===== src/rtl/core/ihex_pkg.sv =====
// ----------------------------------------------------------------------------
// ihex_pkg: shared types and constants of the Intel HEX record writer
// Item kinds, error codes, character slot codes, the per-item emission
// plan and the hex digit helper.
// ----------------------------------------------------------------------------
package ihex_pkg;

  typedef enum logic [1:0] {
    KIND_DATA = 2'd0,
    KIND_END  = 2'd1,
    KIND_SKIP = 2'd2,
    KIND_BAD  = 2'd3
  } kind_t;

  typedef enum logic [1:0] {
    ERR_NONE = 2'd0,
    ERR_ADDR = 2'd1,
    ERR_KIND = 2'd2
  } err_t;

  // Record type bytes as they appear on the line.
  localparam logic [7:0] RTYPE_DATA = 8'h00;
  localparam logic [7:0] RTYPE_END  = 8'h01;

  localparam logic [7:0] CHAR_COLON   = 8'h3A;
  localparam logic [7:0] CHAR_NEWLINE = 8'h0A;
  localparam logic [7:0] CHAR_ZERO    = 8'h30;
  localparam logic [7:0] CHAR_A       = 8'h41;

  // Character positions of one line, in emission order.
  typedef enum logic [3:0] {
    SLOT_COLON   = 4'd0,
    SLOT_CNT_HI  = 4'd1,
    SLOT_CNT_LO  = 4'd2,
    SLOT_AH_HI   = 4'd3,
    SLOT_AH_LO   = 4'd4,
    SLOT_AL_HI   = 4'd5,
    SLOT_AL_LO   = 4'd6,
    SLOT_TYPE_HI = 4'd7,
    SLOT_TYPE_LO = 4'd8,
    SLOT_DATA_HI = 4'd9,
    SLOT_DATA_LO = 4'd10,
    SLOT_CK_HI   = 4'd11,
    SLOT_CK_LO   = 4'd12,
    SLOT_NL      = 4'd13,
    SLOT_ERR     = 4'd14
  } slot_t;

  // Everything needed to produce the characters of one input item.
  typedef struct packed {
    err_t        err;
    logic        has_head;
    logic        has_data;
    logic        has_tail;
    logic [7:0]  count;
    logic [15:0] addr;
    logic [7:0]  rtype;
    logic [7:0]  data;
    logic [7:0]  cksum;
  } plan_t;

  function automatic logic [7:0] hex_digit(input logic [3:0] v);
    logic [7:0] r;
    if (v < 4'd10) begin
      r = CHAR_ZERO + {4'd0, v};
    end else begin
      r = CHAR_A + {4'd0, v - 4'd10};
    end
    return r;
  endfunction

endpackage


===== src/rtl/core/ihex_planner.sv =====
// ----------------------------------------------------------------------------
// ihex_planner: record state and per-item emission plan
// Decodes one input beat against the open-record state, produces the plan
// of characters it causes and updates the state when the beat is taken.
// ----------------------------------------------------------------------------
module ihex_planner import ihex_pkg::*; (
  input  logic        clk,
  input  logic        rst,
  input  logic        take,
  input  logic [1:0]  kind,
  input  logic [31:0] address,
  input  logic [7:0]  length,
  input  logic [7:0]  data_byte,
  output plan_t       plan,
  output logic        plan_valid
);

  logic [7:0] bytes_left, bytes_left_next;
  logic [7:0] running_sum, running_sum_next;
  logic       in_record, in_record_next;

  logic       addr_ok;
  logic [7:0] head_sum;
  logic [7:0] rec_sum;
  logic [7:0] left_dec;

  always_comb begin
    addr_ok  = (address[31:16] == 16'd0);
    plan     = '0;
    plan.err = ERR_NONE;
    plan_valid = 1'b0;
    bytes_left_next  = bytes_left;
    running_sum_next = running_sum;
    in_record_next   = in_record;
    head_sum = 8'd0;
    rec_sum  = 8'd0;
    left_dec = bytes_left - 8'd1;

    if (in_record) begin
      // Continuation byte of an open data record.
      rec_sum          = running_sum + data_byte;
      plan_valid       = 1'b1;
      plan.has_data    = 1'b1;
      plan.data        = data_byte;
      running_sum_next = rec_sum;
      bytes_left_next  = left_dec;
      if (left_dec == 8'd0) begin
        plan.has_tail  = 1'b1;
        plan.cksum     = 8'd0 - rec_sum;
        in_record_next = 1'b0;
      end
    end else begin
      case (kind_t'(kind))
        KIND_DATA: begin
          plan_valid = 1'b1;
          if (!addr_ok) begin
            plan.err = ERR_ADDR;
          end else begin
            plan.has_head = 1'b1;
            plan.count    = length;
            plan.addr     = address[15:0];
            plan.rtype    = RTYPE_DATA;
            head_sum      = length + address[15:8] + address[7:0] + RTYPE_DATA;
            rec_sum       = head_sum + data_byte;
            if (length == 8'd0) begin
              plan.has_tail = 1'b1;
              plan.cksum    = 8'd0 - head_sum;
            end else begin
              plan.has_data = 1'b1;
              plan.data     = data_byte;
              if (length == 8'd1) begin
                plan.has_tail = 1'b1;
                plan.cksum    = 8'd0 - rec_sum;
              end else begin
                in_record_next   = 1'b1;
                running_sum_next = rec_sum;
                bytes_left_next  = length - 8'd1;
              end
            end
          end
        end
        KIND_END: begin
          plan_valid = 1'b1;
          if (!addr_ok) begin
            plan.err = ERR_ADDR;
          end else begin
            plan.has_head = 1'b1;
            plan.has_tail = 1'b1;
            plan.addr     = address[15:0];
            plan.rtype    = RTYPE_END;
            head_sum      = address[15:8] + address[7:0] + RTYPE_END;
            plan.cksum    = 8'd0 - head_sum;
          end
        end
        KIND_SKIP: begin
          plan_valid = 1'b0;
        end
        default: begin
          plan_valid = 1'b1;
          plan.err   = ERR_KIND;
        end
      endcase
    end
  end

  always_ff @(posedge clk) begin
    if (rst) begin
      bytes_left  <= 8'd0;
      running_sum <= 8'd0;
      in_record   <= 1'b0;
    end else if (take) begin
      bytes_left  <= bytes_left_next;
      running_sum <= running_sum_next;
      in_record   <= in_record_next;
    end
  end

endmodule


===== src/rtl/core/intel_hex_record_writer_unit.sv =====
// ----------------------------------------------------------------------------
// intel_hex_record_writer_unit: Intel HEX text writer
// Turns record beats into the ASCII characters of Intel HEX lines.
// ----------------------------------------------------------------------------
// Each accepted input beat is decoded at once against the open-record state
// into a compact plan, held in a one-deep plan register, and then spelled
// out by a character sequencer into the output register at one character
// per cycle while the output register is free or being taken. A beat causes
// two characters for a byte in the middle of a record, five for the closing
// byte, up to fourteen for a one-byte record, twelve for a termination line,
// one for an error beat and none for a skip beat. The output port is the
// limit; the next beat is taken while the current plan is still being
// spelled out, so the output stays busy on every cycle that it is ready.
// The address must be below 65536; otherwise the beat yields one error beat
// with a zero character. There is no start-up pass after reset.
module intel_hex_record_writer_unit import ihex_pkg::*; (
  input  logic        clk,
  input  logic        rst,
  // Input stream.
  input  logic        s_tvalid,
  output logic        s_tready,
  input  logic [47:0] s_tdata,   // address[31:0], length[39:32], data_byte[47:40]
  input  logic [1:0]  s_tuser,   // kind[1:0]
  // Output stream.
  output logic        m_tvalid,
  input  logic        m_tready,
  output logic [7:0]  m_tdata,   // text_char[7:0]
  output logic [1:0]  m_tuser,   // error[1:0]
  output logic        m_tlast
);

  // Plan of the next beat, waiting for the sequencer.
  plan_t pend;
  logic  pend_valid;

  // Plan being spelled out and the position within it.
  plan_t act;
  logic  act_valid;
  slot_t slot;

  plan_t new_plan;
  logic  new_plan_valid;
  logic  s_accept;
  logic  emit;
  logic  act_last;
  logic  pend_take;
  slot_t slot_next;
  slot_t start_slot;
  logic [7:0] char_cur;

  ihex_planner u_planner (
    .clk       (clk),
    .rst       (rst),
    .take      (s_accept),
    .kind      (s_tuser),
    .address   (s_tdata[31:0]),
    .length    (s_tdata[39:32]),
    .data_byte (s_tdata[47:40]),
    .plan      (new_plan),
    .plan_valid(new_plan_valid)
  );

  // A character moves into the output register whenever it is free or being
  // taken this cycle.
  assign emit      = act_valid && (!m_tvalid || m_tready);
  assign act_last  = (slot == SLOT_NL) || (slot == SLOT_ERR) ||
                     ((slot == SLOT_DATA_LO) && !act.has_tail);
  assign pend_take = pend_valid && (!act_valid || (emit && act_last));
  assign s_tready  = !pend_valid || pend_take;
  assign s_accept  = s_tvalid && s_tready;

  // Lines start at the colon; a continuation byte starts at its data digits.
  always_comb begin
    if (pend.has_head) begin
      start_slot = SLOT_COLON;
    end else if (pend.has_data) begin
      start_slot = SLOT_DATA_HI;
    end else begin
      start_slot = SLOT_ERR;
    end
  end

  always_comb begin
    case (slot)
      SLOT_TYPE_LO: slot_next = act.has_data ? SLOT_DATA_HI : SLOT_CK_HI;
      SLOT_DATA_LO: slot_next = SLOT_CK_HI;
      SLOT_NL:      slot_next = SLOT_NL;
      SLOT_ERR:     slot_next = SLOT_ERR;
      default:      slot_next = slot_t'(slot + 4'd1);
    endcase
  end

  always_comb begin
    case (slot)
      SLOT_COLON:   char_cur = CHAR_COLON;
      SLOT_CNT_HI:  char_cur = hex_digit(act.count[7:4]);
      SLOT_CNT_LO:  char_cur = hex_digit(act.count[3:0]);
      SLOT_AH_HI:   char_cur = hex_digit(act.addr[15:12]);
      SLOT_AH_LO:   char_cur = hex_digit(act.addr[11:8]);
      SLOT_AL_HI:   char_cur = hex_digit(act.addr[7:4]);
      SLOT_AL_LO:   char_cur = hex_digit(act.addr[3:0]);
      SLOT_TYPE_HI: char_cur = hex_digit(act.rtype[7:4]);
      SLOT_TYPE_LO: char_cur = hex_digit(act.rtype[3:0]);
      SLOT_DATA_HI: char_cur = hex_digit(act.data[7:4]);
      SLOT_DATA_LO: char_cur = hex_digit(act.data[3:0]);
      SLOT_CK_HI:   char_cur = hex_digit(act.cksum[7:4]);
      SLOT_CK_LO:   char_cur = hex_digit(act.cksum[3:0]);
      SLOT_NL:      char_cur = CHAR_NEWLINE;
      default:      char_cur = 8'h00;
    endcase
  end

  // Plan register.
  always_ff @(posedge clk) begin
    if (rst) begin
      pend_valid <= 1'b0;
    end else if (s_accept && new_plan_valid) begin
      pend_valid <= 1'b1;
    end else if (pend_take) begin
      pend_valid <= 1'b0;
    end
  end

  always_ff @(posedge clk) begin
    if (s_accept && new_plan_valid) begin
      pend <= new_plan;
    end
  end

  // Character sequencer.
  always_ff @(posedge clk) begin
    if (rst) begin
      act_valid <= 1'b0;
      slot      <= SLOT_COLON;
    end else if (pend_take) begin
      act_valid <= 1'b1;
      slot      <= start_slot;
    end else if (emit && act_last) begin
      act_valid <= 1'b0;
    end else if (emit) begin
      slot <= slot_next;
    end
  end

  always_ff @(posedge clk) begin
    if (pend_take) begin
      act <= pend;
    end
  end

  // Output register.
  always_ff @(posedge clk) begin
    if (rst) begin
      m_tvalid <= 1'b0;
    end else if (emit) begin
      m_tvalid <= 1'b1;
    end else if (m_tready) begin
      m_tvalid <= 1'b0;
    end
  end

  always_ff @(posedge clk) begin
    if (emit) begin
      m_tdata <= char_cur;
      m_tlast <= act_last;
      m_tuser <= (slot == SLOT_ERR) ? act.err : ERR_NONE;
    end
  end

  // An error beat always closes its item and carries no character.
  a_err_last: assert property (@(posedge clk) disable iff (rst)
    m_tvalid && (m_tuser != ERR_NONE) |-> m_tlast && (m_tdata == 8'h00))
    else $error("error beat without last or with a character");

  // A waiting plan is picked up by an idle sequencer in the next cycle.
  a_pend_moves: assert property (@(posedge clk) disable iff (rst)
    pend_valid && !act_valid |=> act_valid)
    else $error("plan register stalled while sequencer idle");

  // The error position is only reached by plans that carry an error code.
  a_err_slot: assert property (@(posedge clk) disable iff (rst)
    act_valid && (slot == SLOT_ERR) |-> (act.err != ERR_NONE))
    else $error("error slot reached by a plan without an error");

  // A plan with an error code never spells any line characters.
  a_err_plan: assert property (@(posedge clk) disable iff (rst)
    act_valid && (act.err != ERR_NONE) |-> (slot == SLOT_ERR))
    else $error("plan with error code spelling characters");

endmodule

===== config.mk =====
export PLATFORM = sky130hd
export DESIGN_NAME = intel_hex_record_writer_unit
export DESIGN_NICKNAME = d
export VERILOG_FILES = /design/src/rtl/core/ihex_pkg.sv /design/src/rtl/core/ihex_planner.sv /design/src/rtl/core/intel_hex_record_writer_unit.sv
export SDC_FILE = /design/constraint.sdc
export NUM_CORES = 1
export LEC_CHECK = 0
export BUFFER_PORTS_ARGS = -buffer_cell sky130_fd_sc_hd__buf_2
export CAP_MARGIN = 20
export CORE_MARGIN = 10
export CORE_UTILIZATION = 40
export CTS_BUF_LIST = sky130_fd_sc_hd__clkbuf_16
export DETAILED_ROUTE_END_ITERATION = 8
export SYNTH_ARGS = -nofsm -noshare
export SYNTH_HDL_FRONTEND = slang
export SYNTH_SLANG_ARGS = --single-unit

===== constraint.sdc =====
create_clock -name clk -period 11.4 [get_ports clk]
set_input_delay 0.57 -clock clk [delete_from_list [all_inputs] [get_ports clk]]
set_output_delay 0.57 -clock clk [all_outputs]
set_load 0.01 [all_outputs]

### Yosys cells after proc, flatten, opt, wreduce, memory -nomap -nowiden

Cells that the tools add are included.

| storage, ports and cells | value |
|---|---|
| register bits after elaboration | 140 |
| input port bits | 54 |
| output and inout bits | 13 |
| logic and storage cells | 206 |

| operators by class | value |
|---|---|
| add/sub/neg operators | 49 |
| magnitude comparators | 12 |
| eq/ne operators | 20 |
| multiplexer cells | 66 |
| bitwise logic cells | 2 |
| reduce and logical (&&, ||, !) cells | 30 |

Operators with widths:

| kind | number |
|---|---|
| 2-to-1 mux 8 bit | 28 |
| case mux 8 bit (14 select lines) | 1 |
| adder 7 x 4 -> 8 bit, first input constant | 12 |
| adder 6 x 4 -> 7 bit, first input constant | 12 |
| 2-to-1 mux 51 bit | 1 |
| < comparator 4 bit, second input constant | 12 |
| case mux 24 bit (2 select lines) | 1 |
| subtractor 4 bit, second input constant | 12 |
| adder 8 bit | 5 |
| subtractor 1 x 8 -> 8 bit, first input constant | 4 |
| == test 4 bit, second input constant | 7 |
| 2-to-1 mux 24 bit | 1 |
| 2-to-1 mux 1 bit | 22 |
| == test 4 x 3 -> 1 bit, second input constant | 4 |
| zero test 16 bit | 1 |
| zero test 8 bit | 2 |
| 2-to-1 mux 16 bit | 1 |
| 2-to-1 mux 4 bit | 4 |
| case mux 4 bit (4 select lines) | 1 |
| case mux 8 bit (2 select lines) | 1 |
| subtractor 8 x 1 -> 8 bit, second input constant | 2 |
| nonzero test 2 bit | 6 |
| adder 8 x 1 -> 8 bit, second input constant | 1 |
| == test 4 x 2 -> 1 bit, second input constant | 2 |
| 21 further kinds | 36 |

### Depth between registers and ports, before layout

Gate-level depths: netlist (run 1).

| depth | value |
|---|---|
| depth in word-level cells | 10 |
| depth in mapped cells | 17 |
| depth with buffers taken out | 17 |

### Modules after synthesis

A second synthesis (run 1) with hierarchy kept.

| second synthesis, totals | value |
|---|---|
| cell total of the unflattened synthesis | 932 |
| area total of the unflattened synthesis | 9,441.6 µm² |

Modules (own cells, without submodules):

| module | times used | cells each | area each (µm²) |
|---|---|---|---|
| intel_hex_record_writer_unit | 1 | 499 | 6,184.7 |
| ihex_planner | 1 | 433 | 3,256.9 |

### Worst setup path after synthesis (run 1)

No wires, ideal clock.

| path | value |
|---|---|
| path kind | in2reg |
| start | input port s_tdata[1] |
| end | register pend[7] (netlist bit) (data pin) |
| library setup time | 0.268 ns |
| arrival | 4.218 ns |
| slack | 6.914 ns |
| cell stages on the path | 17 |
| path buffers | 0 |
| cell sequence | inv_1 fa_1 inv_1 ha_1 fa_1 a211oi_1 nor2_1 xor2_1 ha_1 or3b_1 o311ai_0 or3b_1 nand4bb_1 o211ai_1 o211ai_2 a22oi_1 o22ai_2 |

RTL lines:

| item | RTL line | source |
|---|---|---|
| start, declared | intel_hex_record_writer_unit.sv:22 | `input logic [47:0] s_tdata,` |
| end signal, assigned | intel_hex_record_writer_unit.sv:126 | `pend <= new_plan;` |
| end, declared | intel_hex_record_writer_unit.sv:33 | `plan_t pend;` |

==> results of run 1 <==
## routing by layer
layer,up-vias,GRT usage,wire (µm)
met4,0,0.0697,737
met2,145,0.266,11000
met5,-,0,0
li1,3337,-,-
met3,31,0.0331,854
met1,3162,0.200,10000
## layout make-up
type | count | area share
Timing Repair Buffer | 70 | 0.0374
Sequential cell | 125 | 0.362
Clock inverter | 11 | 0.00490
Tap cell | 275 | 0.0354
Multi-Input combinational cell | 658 | 0.482
Inverter | 62 | 0.0240
Clock buffer | 21 | 0.0541
## sequential cells by signal, indices dropped and copies added, names as in the netlist
| signal | cells |
|---|---|
| slot | 4 |
| u_planner.bytes_left | 8 |
| m_tlast | 1 |
| act_valid | 1 |
| u_planner.running_sum | 8 |
| pend | 46 |
| pend_valid | 1 |
| m_tdata | 7 |
| m_tvalid | 1 |
| m_tuser | 2 |
| u_planner.in_record | 1 |
| act | 45 |
## path summary, 6_finish.rpt
check / startpoint / end / cells past startpoint
worst max-delay path: s_tdata[1] / pend[7] / 18
worst min-delay path: pend[35] / act[35] / 0
worst max register to register: slot[0] / pend[34] / 8
worst min register to register: pend[35] / act[35] / 0
## logic make-up after synthesis
logic type | after synthesis
and+or+nand+nor | 296
xor gates and xnor gates | 82
buffers and inverters | 86
muxes | 6
DFF | 125
other | 1
AOI/OAI and AO/OA | 193
adders and majority gates | 80
## synth_stat cells (all sizes together) (3+ instances only)
| library cell | count |
|---|---|
| a211oi | 13 |
| a21o | 4 |
| a21oi | 42 |
| a22oi | 17 |
| a311oi | 3 |
| a31oi | 8 |
| a32oi | 3 |
| and2 | 17 |
| and3 | 9 |
| buf | 10 |
| clkbuf | 13 |
| dfxtp | 24 |
| edfxtp | 101 |
| fa | 11 |
| ha | 69 |
| inv | 61 |
| mux2i | 6 |
| nand2 | 51 |
| nand2b | 10 |
| nand3 | 17 |
| nand3b | 6 |
| nand4 | 14 |
| nor2 | 75 |
| nor2b | 12 |
| nor3 | 37 |
| nor4 | 15 |
| nor4b | 5 |
| o211a | 3 |
| o211ai | 8 |
| o21ai | 47 |
| o22ai | 22 |
| or2 | 5 |
| or3 | 3 |
| or3b | 5 |
| or4 | 6 |
| xnor2 | 33 |
| xor2 | 49 |
## power groups by stage
| stage | registers (mW) | logic, mW | clock network (mW) |
|---|---|---|---|
| after floorplan | 0.534 | 0.241 | 0 |
| after global routing | 0.531 | 0.372 | 0.541 |
| after CTS | 0.529 | 0.335 | 0.522 |
| after detailed placement | 0.538 | 0.333 | 0 |
| final | 0.528 | 0.335 | 0.512 |
| after global placement | 0.537 | 0.332 | 0 |
## through the flow
| stage | total power, mW | instance area [µm²] | util |
|---|---|---|---|
| 2_1_floorplan | 0.775 | 8540 | - |
| 3_3_place_gp | 0.869 | 9140 | 0.435 |
| 3_5_place_dp | 0.871 | 9140 | 0.435 |
| 4_1_cts | 1.39 | 9710 | 0.462 |
| 5_1_grt | 1.44 | 9710 | 0.462 |
| 6_report | 1.38 | 9710 | 0.462 |
==> impl_results.md, run 1 <==
- Clk_lat worst skew: 0.41 ns
- Switching Fraction: 0.297
- Most frequent cells in the layout: edfxtp_1 (101), nor2_1 (75), ha_1 (69)
- Fin. Hold Viols: 0
- Combinational power share: 0.244
- Worst R2R Setup Slack: 8.13 ns
- ANT cells: 0
- Fillcell total: 1,993
- Post-synthesis cell count: 869
- Die ar.: 27,600 µm²
- Sequential Power Share: 0.384
- Worst EP arrival: 4.73 ns
- Gr usage total: 0.162
- Final ANT Viol Nets: 0
- Core ar.: 21,000 µm²
- CTS Hold Bufs: 0
- Setup-failing EPs final: 0
- Post-Synth XOR/XNOR Area: 0.0841
- Area Growth Syn to Fin: 13.7%
- Synth Flop Type: edfxtp_1
- Share of the synthesized area in the top cell type: 0.355
- Setup TNS: 0 ns
- Cell Count, Final, Fillers Out: 1,222
- Final period util: 0.403
- Critical Path Fanout Max: 9
- Crit Path Category: input port to flop
- Worst hold path type: flop to flop
- Netlist Area Pre-Place: 8540 µm²
- Post-synthesis sequential element count: 125
- Ports: 67
- Row cnt: 53
- Clk sinks: 125
- WL/cell: 18.5 µm
- Die Ht: 166 µm
- Post-CTS setup buffer count: 0
- Sequential Area: 3510 µm²
- Final nets: 1,068
- Synth warn: 0
- Grt ovf: 0
- Multi-input logic area: 4680 µm²
- Min Tclk post-route: 4.60 ns
- CTS Buf Count: 17
- Min Hold Slack: 0.412 ns
- Max stage delay on crit path: 0.54 ns
- Resized Gates After CTS: 0
- Largest family of logic cells by synthesized area: simple AND/OR/NAND/NOR gates
- Vias in the first global route: 6,595
- Clock power share: 0.372
- Routability cong.: 0.959
- Average cell area after synthesis: 9.83 µm²
- Unrepaired setup endpoints after global routing: false
- Inst Count DP: 1,190
- Largest cells by area after synthesis: edfxtp_1 (36%), ha_1 (10%), dfxtp_1 (5.6%), xor2_1 (5.0%), xnor2_1 (3.4%)
- Dpl hpwl: 17,900 µm
- Die Width: 166 µm
- Final wirelength: 22,600 µm
- Post-synthesis mux area share: 0.00703
- Worst-margin pin slew: 1.02 ns
- # H-tree levels: 4
- First-pass GRT wire length: 36,100 µm
- Initial Util: 0.406
- CTS root buf: clkbuf_16
- Setup Skew: 0.0131 ns
- Outcome: completed
- Vias per inst: 5.46
- PwrDens: 142 nW/µm²
- Reg clk slew, reported paths: 0.05 ns
- DR pass1 iterations: 5
- Sequential area share after synthesis: 0.411
- Post-synthesis adder-cell area fraction: 0.127
- CTS tree: built
- Worst Setup End Kind: flop
- DRC: 0
- Critical path cell sequence: buf_2, inv_1, fa_1, inv_1, ha_1, fa_1, a211oi_1, nor2_1, xor2_1, ha_1, or3b_1, o311ai_0, or3b_1, nand4bb_1, o211ai_1, o211ai_2, a22oi_1, o22ai_2
- WP data required: 11.53 ns
- Worst IR Drop VDD: 0.102 mV
- Simple-Gate Fraction of Synth Area: 0.181
- Net Switching: 0.409 mW
- Synth cell types: 76
- Pre-CTS setup slack: 6.39 ns
- Area leader, netlist: edfxtp_1
- Cell-internal power: 0.967 mW
- CP Launch Type: input port
- CTS max path bufs: 2
- Slew Viols, Final: 0
- Most common cell after layout, fill and taps aside: edfxtp_1
- I/O Buffers: 65
- Initial antenna violation count: 0
- Leakage: 3.84 nW
- Number of DRC markers after the initial detailed-route iteration: 395
- Vias: 6,675
- Max Cap Viol: 0
- Max-slew headroom: 0.321
- FMAX: 217 MHz
- Largest net degree at the start of global routing: 41
- EDFF count, synth: 101
- CP max stage cell: fa_1
- FFs w/ async S/R, synth: 0
- Crit path max-delay family: adder cells
- Layout cell share with drive strength beyond 1: 0.119
- Net Count, Synth: 1,003
- Synth Area in Compound Gates: 0.147
- Worst setup slack after layout: 6.80 ns
- CP bufs+invs: 3
Note: power is estimated with default switching activity, not from simulation.
==> inputs of run 2 (changes only) <==
--- a/config.mk
+++ b/config.mk
@@ -5,6 +5,7 @@
 export SDC_FILE = /design/constraint.sdc
 export NUM_CORES = 1
 export LEC_CHECK = 0
+export ABC_AREA = 1
 export BUFFER_PORTS_ARGS = -buffer_cell sky130_fd_sc_hd__buf_2
 export CAP_MARGIN = 20
 export CORE_MARGIN = 10
==> constraint.sdc (replaced) <==
create_clock -name clk -period 4.45 [get_ports clk]
set_input_delay 0.2225 -clock clk [delete_from_list [all_inputs] [get_ports clk]]
set_output_delay 0.2225 -clock clk [all_outputs]
set_load 0.01 [all_outputs]
==> run 2 against run 1 <==
  * Core utilization shrank 0.30 points
  * Total power grew 150%
  * Critical endpoint unchanged
  * Largest cell class unchanged
  * Clock power grew 150%
  * Synthesized cell count grew 21%
  * Largest power group unchanged
  * Critical path depth grew 6
==> impl_results.md, run 2 <==
- Outcome: completed
- Row cnt: 54 (+1.9%)
- Fin. Hold Viols: 0 (unchanged)
- Number of DRC markers after the initial detailed-route iteration: 358 (-9.4%)
- PwrDens: 342 nW/µm² (+140%)
- Slew Viols, Final: 0 (unchanged)
- Multi-input logic area: 4570 µm² (-2.5%)
- Core ar.: 21,700 µm² (+3.2%)
- Simple-Gate Fraction of Synth Area: 0.225 (+0.0436)
- Max-slew headroom: 0.471 (+0.150)
- Post-synthesis sequential element count: 125 (unchanged)
- Die Width: 168 µm (+1.3%)
- Critical Path Fanout Max: 6 (-3)
- Max reg flops: 46 (unchanged)
- CTS max path bufs: 2 (unchanged)
- Largest net degree at the start of global routing: 46 (+12%)
- Final nets: 1,260 (+18%)
- Most common cell after layout, fill and taps aside: nand2_1
- Clk sinks: 125 (unchanged)
- Netlist Area Pre-Place: 8790 µm² (+2.9%)
- Worst IR Drop VDD: 0.315 mV (+210%)
- Crit Path Category: input port to flop
- Net Count, Synth: 1,184 (+18%)
- Setup Skew: 0.0148 ns (+0.00165 ns)
- Worst hold path type: input port to flop
- Resized Gates After CTS: 0 (unchanged)
- Total power: 3.40 mW (+150%)
- Vias in the first global route: 7,090 (+7.5%)
- Sequential Area: 3510 µm² (unchanged)
- Post-synthesis cell count: 1,050 (+21%)
- Most common cell in the synthesized netlist: nand2_1
- Die ar.: 28,300 µm² (+2.6%)
- Most frequent cells in the layout: nand2_1 (195), inv_1 (165), nor2_1 (131)
- Synth Flop Type: edfxtp_1
- Largest family of logic cells by synthesized area: simple AND/OR/NAND/NOR gates
- DR pass1 iterations: 5 (unchanged)
- Synth warn: 0 (unchanged)
- ANT cells: 0 (unchanged)
- Biggest regs: pend: 46 flops, act: 45 flops
- # H-tree levels: 4 (unchanged)
- Vias per inst: 5.02 (-8.2%)
- Post-synthesis mux area share: 0 (-0.00703)
- Min Tclk post-route: 3.37 ns
- Reg clk slew, reported paths: 0.06 ns (about the same)
- Ports: 67 (unchanged)
- Die Ht: 168 µm (+1.3%)
- DRC: 0 (unchanged)
- I/O Buffers: 65 (unchanged)
- Largest register by flop count: pend
- Setup TNS: 0 ns (unchanged)
- Worst Setup End Kind: flop
- WP data required: 4.63 ns (-6.90 ns)
- Worst EP arrival: 3.54 ns (-1.19 ns)
- CTS Buf Count: 17 (unchanged)
- Post-Synth XOR/XNOR Area: 0.0458 (-0.0383)
- Setup-failing EPs final: 0 (unchanged)
- Synth Area in Compound Gates: 0.124 (-0.0227)
- Routability cong.: 0.946 (-1.3%)
- Share of the synthesized area in the top cell type: 0.345 (-0.0101)
- Initial antenna violation count: 0 (unchanged)
- Dpl hpwl: 18,900 µm (+5.5%)
- First-pass GRT wire length: 36,900 µm (+2.0%)
- Clk_lat worst skew: 0.42 ns (about the same)
- Synth cell types: 61 (-20%)
- Layout cell share with drive strength beyond 1: 0.126 (+0.00710)
- Post-synthesis adder-cell area fraction: 0.123 (-0.00359)
- CP Launch Type: input port
- Most frequent cells after synthesis: nand2_1 (195), inv_1 (165), nor2_1 (132)
- Final ANT Viol Nets: 0 (unchanged)
- Grt ovf: 0 (unchanged)
- Initial Util: 0.405 (-0.00101)
- Worst-margin pin slew: 0.773 ns (-0.245 ns)
- WL/cell: 16.3 µm (-12%)
- Average cell area after synthesis: 8.37 µm² (-15%)
- FFs w/ async S/R, synth: 0 (unchanged)
- EDFF count, synth: 101 (unchanged)
- Vias: 7,118 (+6.6%)
- Area Growth Syn to Fin: 13.2%
- Leakage: 4.45 nW (+16%)
- Post-CTS setup buffer count: 0 (unchanged)
- Fillcell total: 2,162 (+8.5%)
- Final wirelength: 23,100 µm (+2.3%)
- Gr usage total: 0.164 (+0.00254)
- Sequential area share after synthesis: 0.400 (-0.0117)
- CTS Hold Bufs: 0 (unchanged)
- CTS tree: built
- Final period util: 0.757
- Max Cap Viol: 0 (unchanged)
- Largest cells by area after synthesis: edfxtp_1 (35%), ha_1 (9.8%), nand2_1 (8.3%), inv_1 (7.0%), nor2_1 (5.6%)
- Area leader, netlist: edfxtp_1
- Unrepaired setup endpoints after global routing: false
- CTS root buf: clkbuf_16
- FMAX: 297 MHz
[run 2: changes by cell type after synthesis, sizes merged, moves of 17 or more]
cell / delta
nor2: +67
inv: +108
and2: -17
nand3: +32
xor2: -22
o22ai: -17
nand2: +150
nor3: -26
[run 2: critical path, cell delays in order]
cell	delay, ns
buf_2	0.10
inv_1	0.08
fa_1	0.57
inv_1	0.05
ha_1	0.23
fa_1	0.42
xor2_1	0.28
ha_1	0.36
nand2_1	0.09
inv_1	0.04
nor2_1	0.12
nand2_1	0.06
nand2_1	0.06
nand2_1	0.09
nor2_1	0.18
nand3_1	0.12
inv_1	0.07
nand3_1	0.06
nand3_1	0.06
nand2_1	0.05
nand2_1	0.06
nand2_1	0.05
nand2_1	0.06
nand2_1	0.06
[run 2: final timing paths]
| kind | startpoint | to | slack [ns] | cells past startpoint |
|---|---|---|---|---|
| max reg2reg | slot[0] | pend[33] | 1.75 | 11 |
| max | s_tdata[1] | pend[7] | 1.08 | 24 |
| min | s_tdata[27] | pend[51] | 0.16 | 3 |
| min reg2reg | pend[43] | act[43] | 0.41 | 0 |
[run 2: per-layer routing]
| layer | global-route usage | wire length, µm | part of all wire | vias up |
|---|---|---|---|---|
| met2 | 0.287 | 11600 | 0.50 | 138 |
| met5 | 0 | 0 | 0 | - |
| met1 | 0.192 | 10000 | 0.43 | 3283 |
| met3 | 0.0361 | 927 | 0.040 | 31 |
| met4 | 0.0609 | 631 | 0.027 | 0 |
| li1 | - | - | - | 3666 |
[run 2: final cells by class]
class / instances / area share
inverters: 170 / 0.0641
well taps: 280 / 0.0352
clock buffers: 17 / 0.0427
repair buffers: 68 / 0.0350
flip-flops and latches: 125 / 0.353
multi-input cells: 744 / 0.459
clock inverters: 15 / 0.0112
[run 2: kinds of logic after synthesis]
kind of cell | count (synthesis)
buffers and inverters | 181
other | 1
xor gates and xnor gates | 46
and+or+nand+nor | 446
AOI/OAI and AO/OA | 171
DFF | 125
adders and majority gates | 80
[run 2: report_power, final]
group / internal [mW] / switching (mW)
combinational: 0.270 / 0.516
sequential: 1.32 / 0.0308
clock: 0.717 / 0.549
total: 2.31 / 1.10
[run 2: through the flow]
step | instance area (µm²) | setup WS, ns | hold WS (ns) | utilization | std cells
3_3_place_gp | 9420 | 0.696 | 0.402 | 0.434 | 1387
4_1_cts | 9950 | 1.09 | 0.150 | 0.459 | 1419
3_5_place_dp | 9420 | 0.655 | 0.405 | 0.434 | 1387
2_1_floorplan | 8790 | 0.773 | 0.295 | - | 1050
5_1_grt | 9950 | 0.707 | 0.164 | 0.459 | 1419
6_report | 9950 | 1.08 | 0.164 | 0.459 | 1419
==> inputs of run 3 (changes only) <==
==> constraint.sdc (replaced) <==
create_clock -name clk -period 2.8 [get_ports clk]
set_input_delay 0.14 -clock clk [delete_from_list [all_inputs] [get_ports clk]]
set_output_delay 0.14 -clock clk [all_outputs]
set_load 0.01 [all_outputs]
==> run 3 against run 2 <==
  * The flow now finishes with violations (setup timing)
  * Total power up 75%
  * Sequential power grew 59%
  * Critical path depth grew 1
  * Core utilization rose by 3.5 points
  * Clock-buffer cell count grew 2
  * Design area up 7.6%
  * Clock skew is 0.00098 ns lower
  * Critical endpoint unchanged
  * Highest routed layer unchanged
==> impl_results.md, run 3 (synthesis results as in run 2) <==
- Combinational power share: 0.291 (+0.060)
- Final ANT Viol Nets: 0 (unchanged)
- Final nets: 1,330 (+5.6%)
- HP Start: s_tdata[27]
- Final wirelength: 23,500 µm (+1.4%)
- WP data required: 2.96 ns (-1.67 ns)
- Placed Area: 9960 µm² (+5.8%)
- Largest net degree at the start of global routing: 46 (unchanged)
- Highest metal used: met4
- WHS Path Cells: 3 (unchanged)
- Die Width: 168 µm (unchanged)
- Grt ovf: 0 (unchanged)
- Vias in the first global route: 7,321 (+3.3%)
- Worst R2R Setup Slack: 0.28 ns (-1.47 ns)
- Cell-internal power: 4.10 mW (+78%)
- Slew Viols, Final: 0 (unchanged)
- Most common cell after layout, fill and taps aside: nand2_1
- Ports: 67 (unchanged)
- Routed met1 length: 10,400 µm (+4.2%)
- Total power: 5.96 mW (+75%)
- Vias: 7,406 (+4.0%)
- DR WL met3: 672 µm (-28%)
- Min Tclk post-route: 2.95 ns
- DRC: 0 (unchanged)
- CTS max path bufs: 2 (unchanged)
- Initial antenna violation count: 0 (unchanged)
- CP Launch Type: input port
- I/O Buffers: 65 (unchanged)
- Sequential Power Share: 0.361 (-0.036)
- CTS tree: built
- Multi-input logic area: 4730 µm² (+3.6%)
- Met2 WL: 11,700 µm (+1.4%)
- Reg2reg start: slot[1]
- Die Ht: 168 µm (unchanged)
- Worst EP arrival: 3.11 ns (-0.43 ns)
- Outcome: finished, violations left
- FMAX: 339 MHz
- PwrDens: 557 nW/µm² (+63%)
- Clock power share: 0.348 (-0.024)
- Worst Setup End Kind: flop
- Switching Fraction: 0.312 (-0.00970)
- Row cnt: 54 (unchanged)
- Crit Path Category: input port to flop
- Max reg flops: 46 (unchanged)
- Worst hold path type: input port to flop
- Unrepaired setup endpoints after global routing: true
- ANT cells: 0 (unchanged)
- FF-to-FF End: u_planner.bytes_left[7]
- CTS Buf Count: 17 (unchanged)
- Setup-failing EPs final: 3 (+3)
- Setup TNS: -0.286 ns (-0.286 ns)
- Clk sinks: 125 (unchanged)
- Worst-margin pin slew: 0.865 ns (+0.0915 ns)
- First-pass GRT wire length: 37,400 µm (+1.4%)
- Most frequent cells in the layout: nand2_1 (186), inv_1 (156), nor2_1 (129)
- Number of DRC markers after the initial detailed-route iteration: 361 (+0.84%)
- Final Cell Area: 10,700 µm² (+7.6%)
- Failing checks: setup timing
- Final Util: 0.494 (+0.0348)
- Routability cong.: 0.970 (+2.5%)
- # H-tree levels: 4 (unchanged)
- Clk_lat worst skew: 0.41 ns (about the same)
- Worst hold endpoint: pend[51]
- Biggest regs: pend: 46 flops, act: 45 flops
- Core ar.: 21,700 µm² (unchanged)
- Critical Path Fanout Max: 4 (-2)
- Worst setup slack after layout: -0.151 ns (-1.23 ns)
- Sequential Area: 3510 µm² (unchanged)
- Reg clk slew, reported paths: 0.06 ns (about the same)
- Largest register by flop count: pend
- Initial Util: 0.405 (unchanged)
- Final period util: 1.05
- WL/cell: 15.8 µm (-3.4%)
- Dpl hpwl: 19,000 µm (+0.27%)
- Area Growth Syn to Fin: 21.8%
- Vias per inst: 4.97 (-0.85%)
- Fillcell total: 2,043 (-5.5%)
- Setup Skew: 0.0138 ns (-0.000981 ns)
- Fin. Hold Viols: 0 (unchanged)
- Reg2reg path depth: 14 (+3)
- Gr usage total: 0.163 (-0.00119)
- CTS root buf: clkbuf_16
- Max Cap Viol: 0 (unchanged)
- DR pass1 iterations: 5 (unchanged)
- Layout cell share with drive strength beyond 1: 0.208 (+0.0812)
- Die ar.: 28,300 µm² (unchanged)
- Leakage: 4.82 nW (+8.4%)
- Max-slew headroom: 0.423 (-0.0483)
- Net Switching: 1.86 mW (+70%)
- Worst IR Drop VDD: 0.410 mV (+30%)
[run 3: changes by cell type in the layout (fill, tap and decap cells not counted), sizes merged]
cell,change
buf,+69
clkbuf,+2
inv,-1
nor2,+1
clkinvlp,-1
[run 3: how the worst max path moves through the flow]
| stage | to | from | slack [ns] | cells past startpoint |
|---|---|---|---|---|
| 5_1_grt | pend[7] | s_tdata[33] | -0.38 | 25 |
| 6_report | pend[7] | s_tdata[33] | -0.15 | 25 |
| 4_1_cts | pend[7] | s_tdata[33] | -0.09 | 25 |
| 2_1_floorplan | pend[6] | s_tdata[1] | -0.32 | 23 |
| 3_3_place_gp | pend[7] | s_tdata[1] | -0.66 | 25 |
| 3_5_place_dp | pend[6] | s_tdata[1] | -0.68 | 23 |
[run 3: repair_timing]
item	in CTS	in global routing
hold buffers	0	0
resized for setup	11	26
pin swaps	10	9
buffers inserted	1	6
cloned	0	1
endpoints found under the setup margin	8	22
[run 3: critical path, stage by stage]
cell and delay (ns):
buf_6 0.08, inv_4 0.03, fa_1 0.57, inv_2 0.05
ha_4 0.16, fa_2 0.38, inv_2 0.07, o21bai_1 0.08
xor2_1 0.16, ha_1 0.36, nand2_1 0.09, inv_2 0.06
nand4_1 0.11, nand3_1 0.12, nand2_1 0.08, nand2_2 0.09
nand3_2 0.07, inv_1 0.06, nand3_1 0.05, nand3_1 0.06
nand2_1 0.05, nand2_1 0.06, nand2_1 0.05, nand2_1 0.06
nand2_1 0.04
[run 3: per-stage QoR]
| stage | std cells | hold WS (ns) | setup slack [ns] |
|---|---|---|---|
| after global routing | 1489 | 0.0978 | -0.379 |
| after detailed placement | 1449 | 0.405 | -0.681 |
| final | 1489 | 0.104 | -0.151 |
| after global placement | 1449 | 0.403 | -0.660 |
| after floorplan | 1050 | 0.213 | -0.325 |
| after CTS | 1482 | 0.0859 | -0.0850 |
[run 3: cell type report]
type | count | area share
clock buffers | 19 | 0.0444
clock inverters | 13 | 0.00806
inverters | 170 | 0.0610
multi-input cells | 745 | 0.442
flip-flops and latches | 125 | 0.328
well taps | 280 | 0.0327
repair buffers | 137 | 0.0838
[run 3: power groups by stage]
stage	clock (mW)	sequential [mW]	combinational [mW]
after floorplan	0	2.17	0.941
after global placement	0	2.19	1.54
after detailed placement	0	2.19	1.54
after CTS	2.11	2.15	1.59
after global routing	2.21	2.16	1.93
final	2.07	2.15	1.74
[run 3: per-layer routing]
metal  GRT usage  vias to the layer above
met4      0.0579                        0
li1            -                     3816
met1       0.201                     3421
met3      0.0249                       39
met2       0.282                      130
met5           0                        -
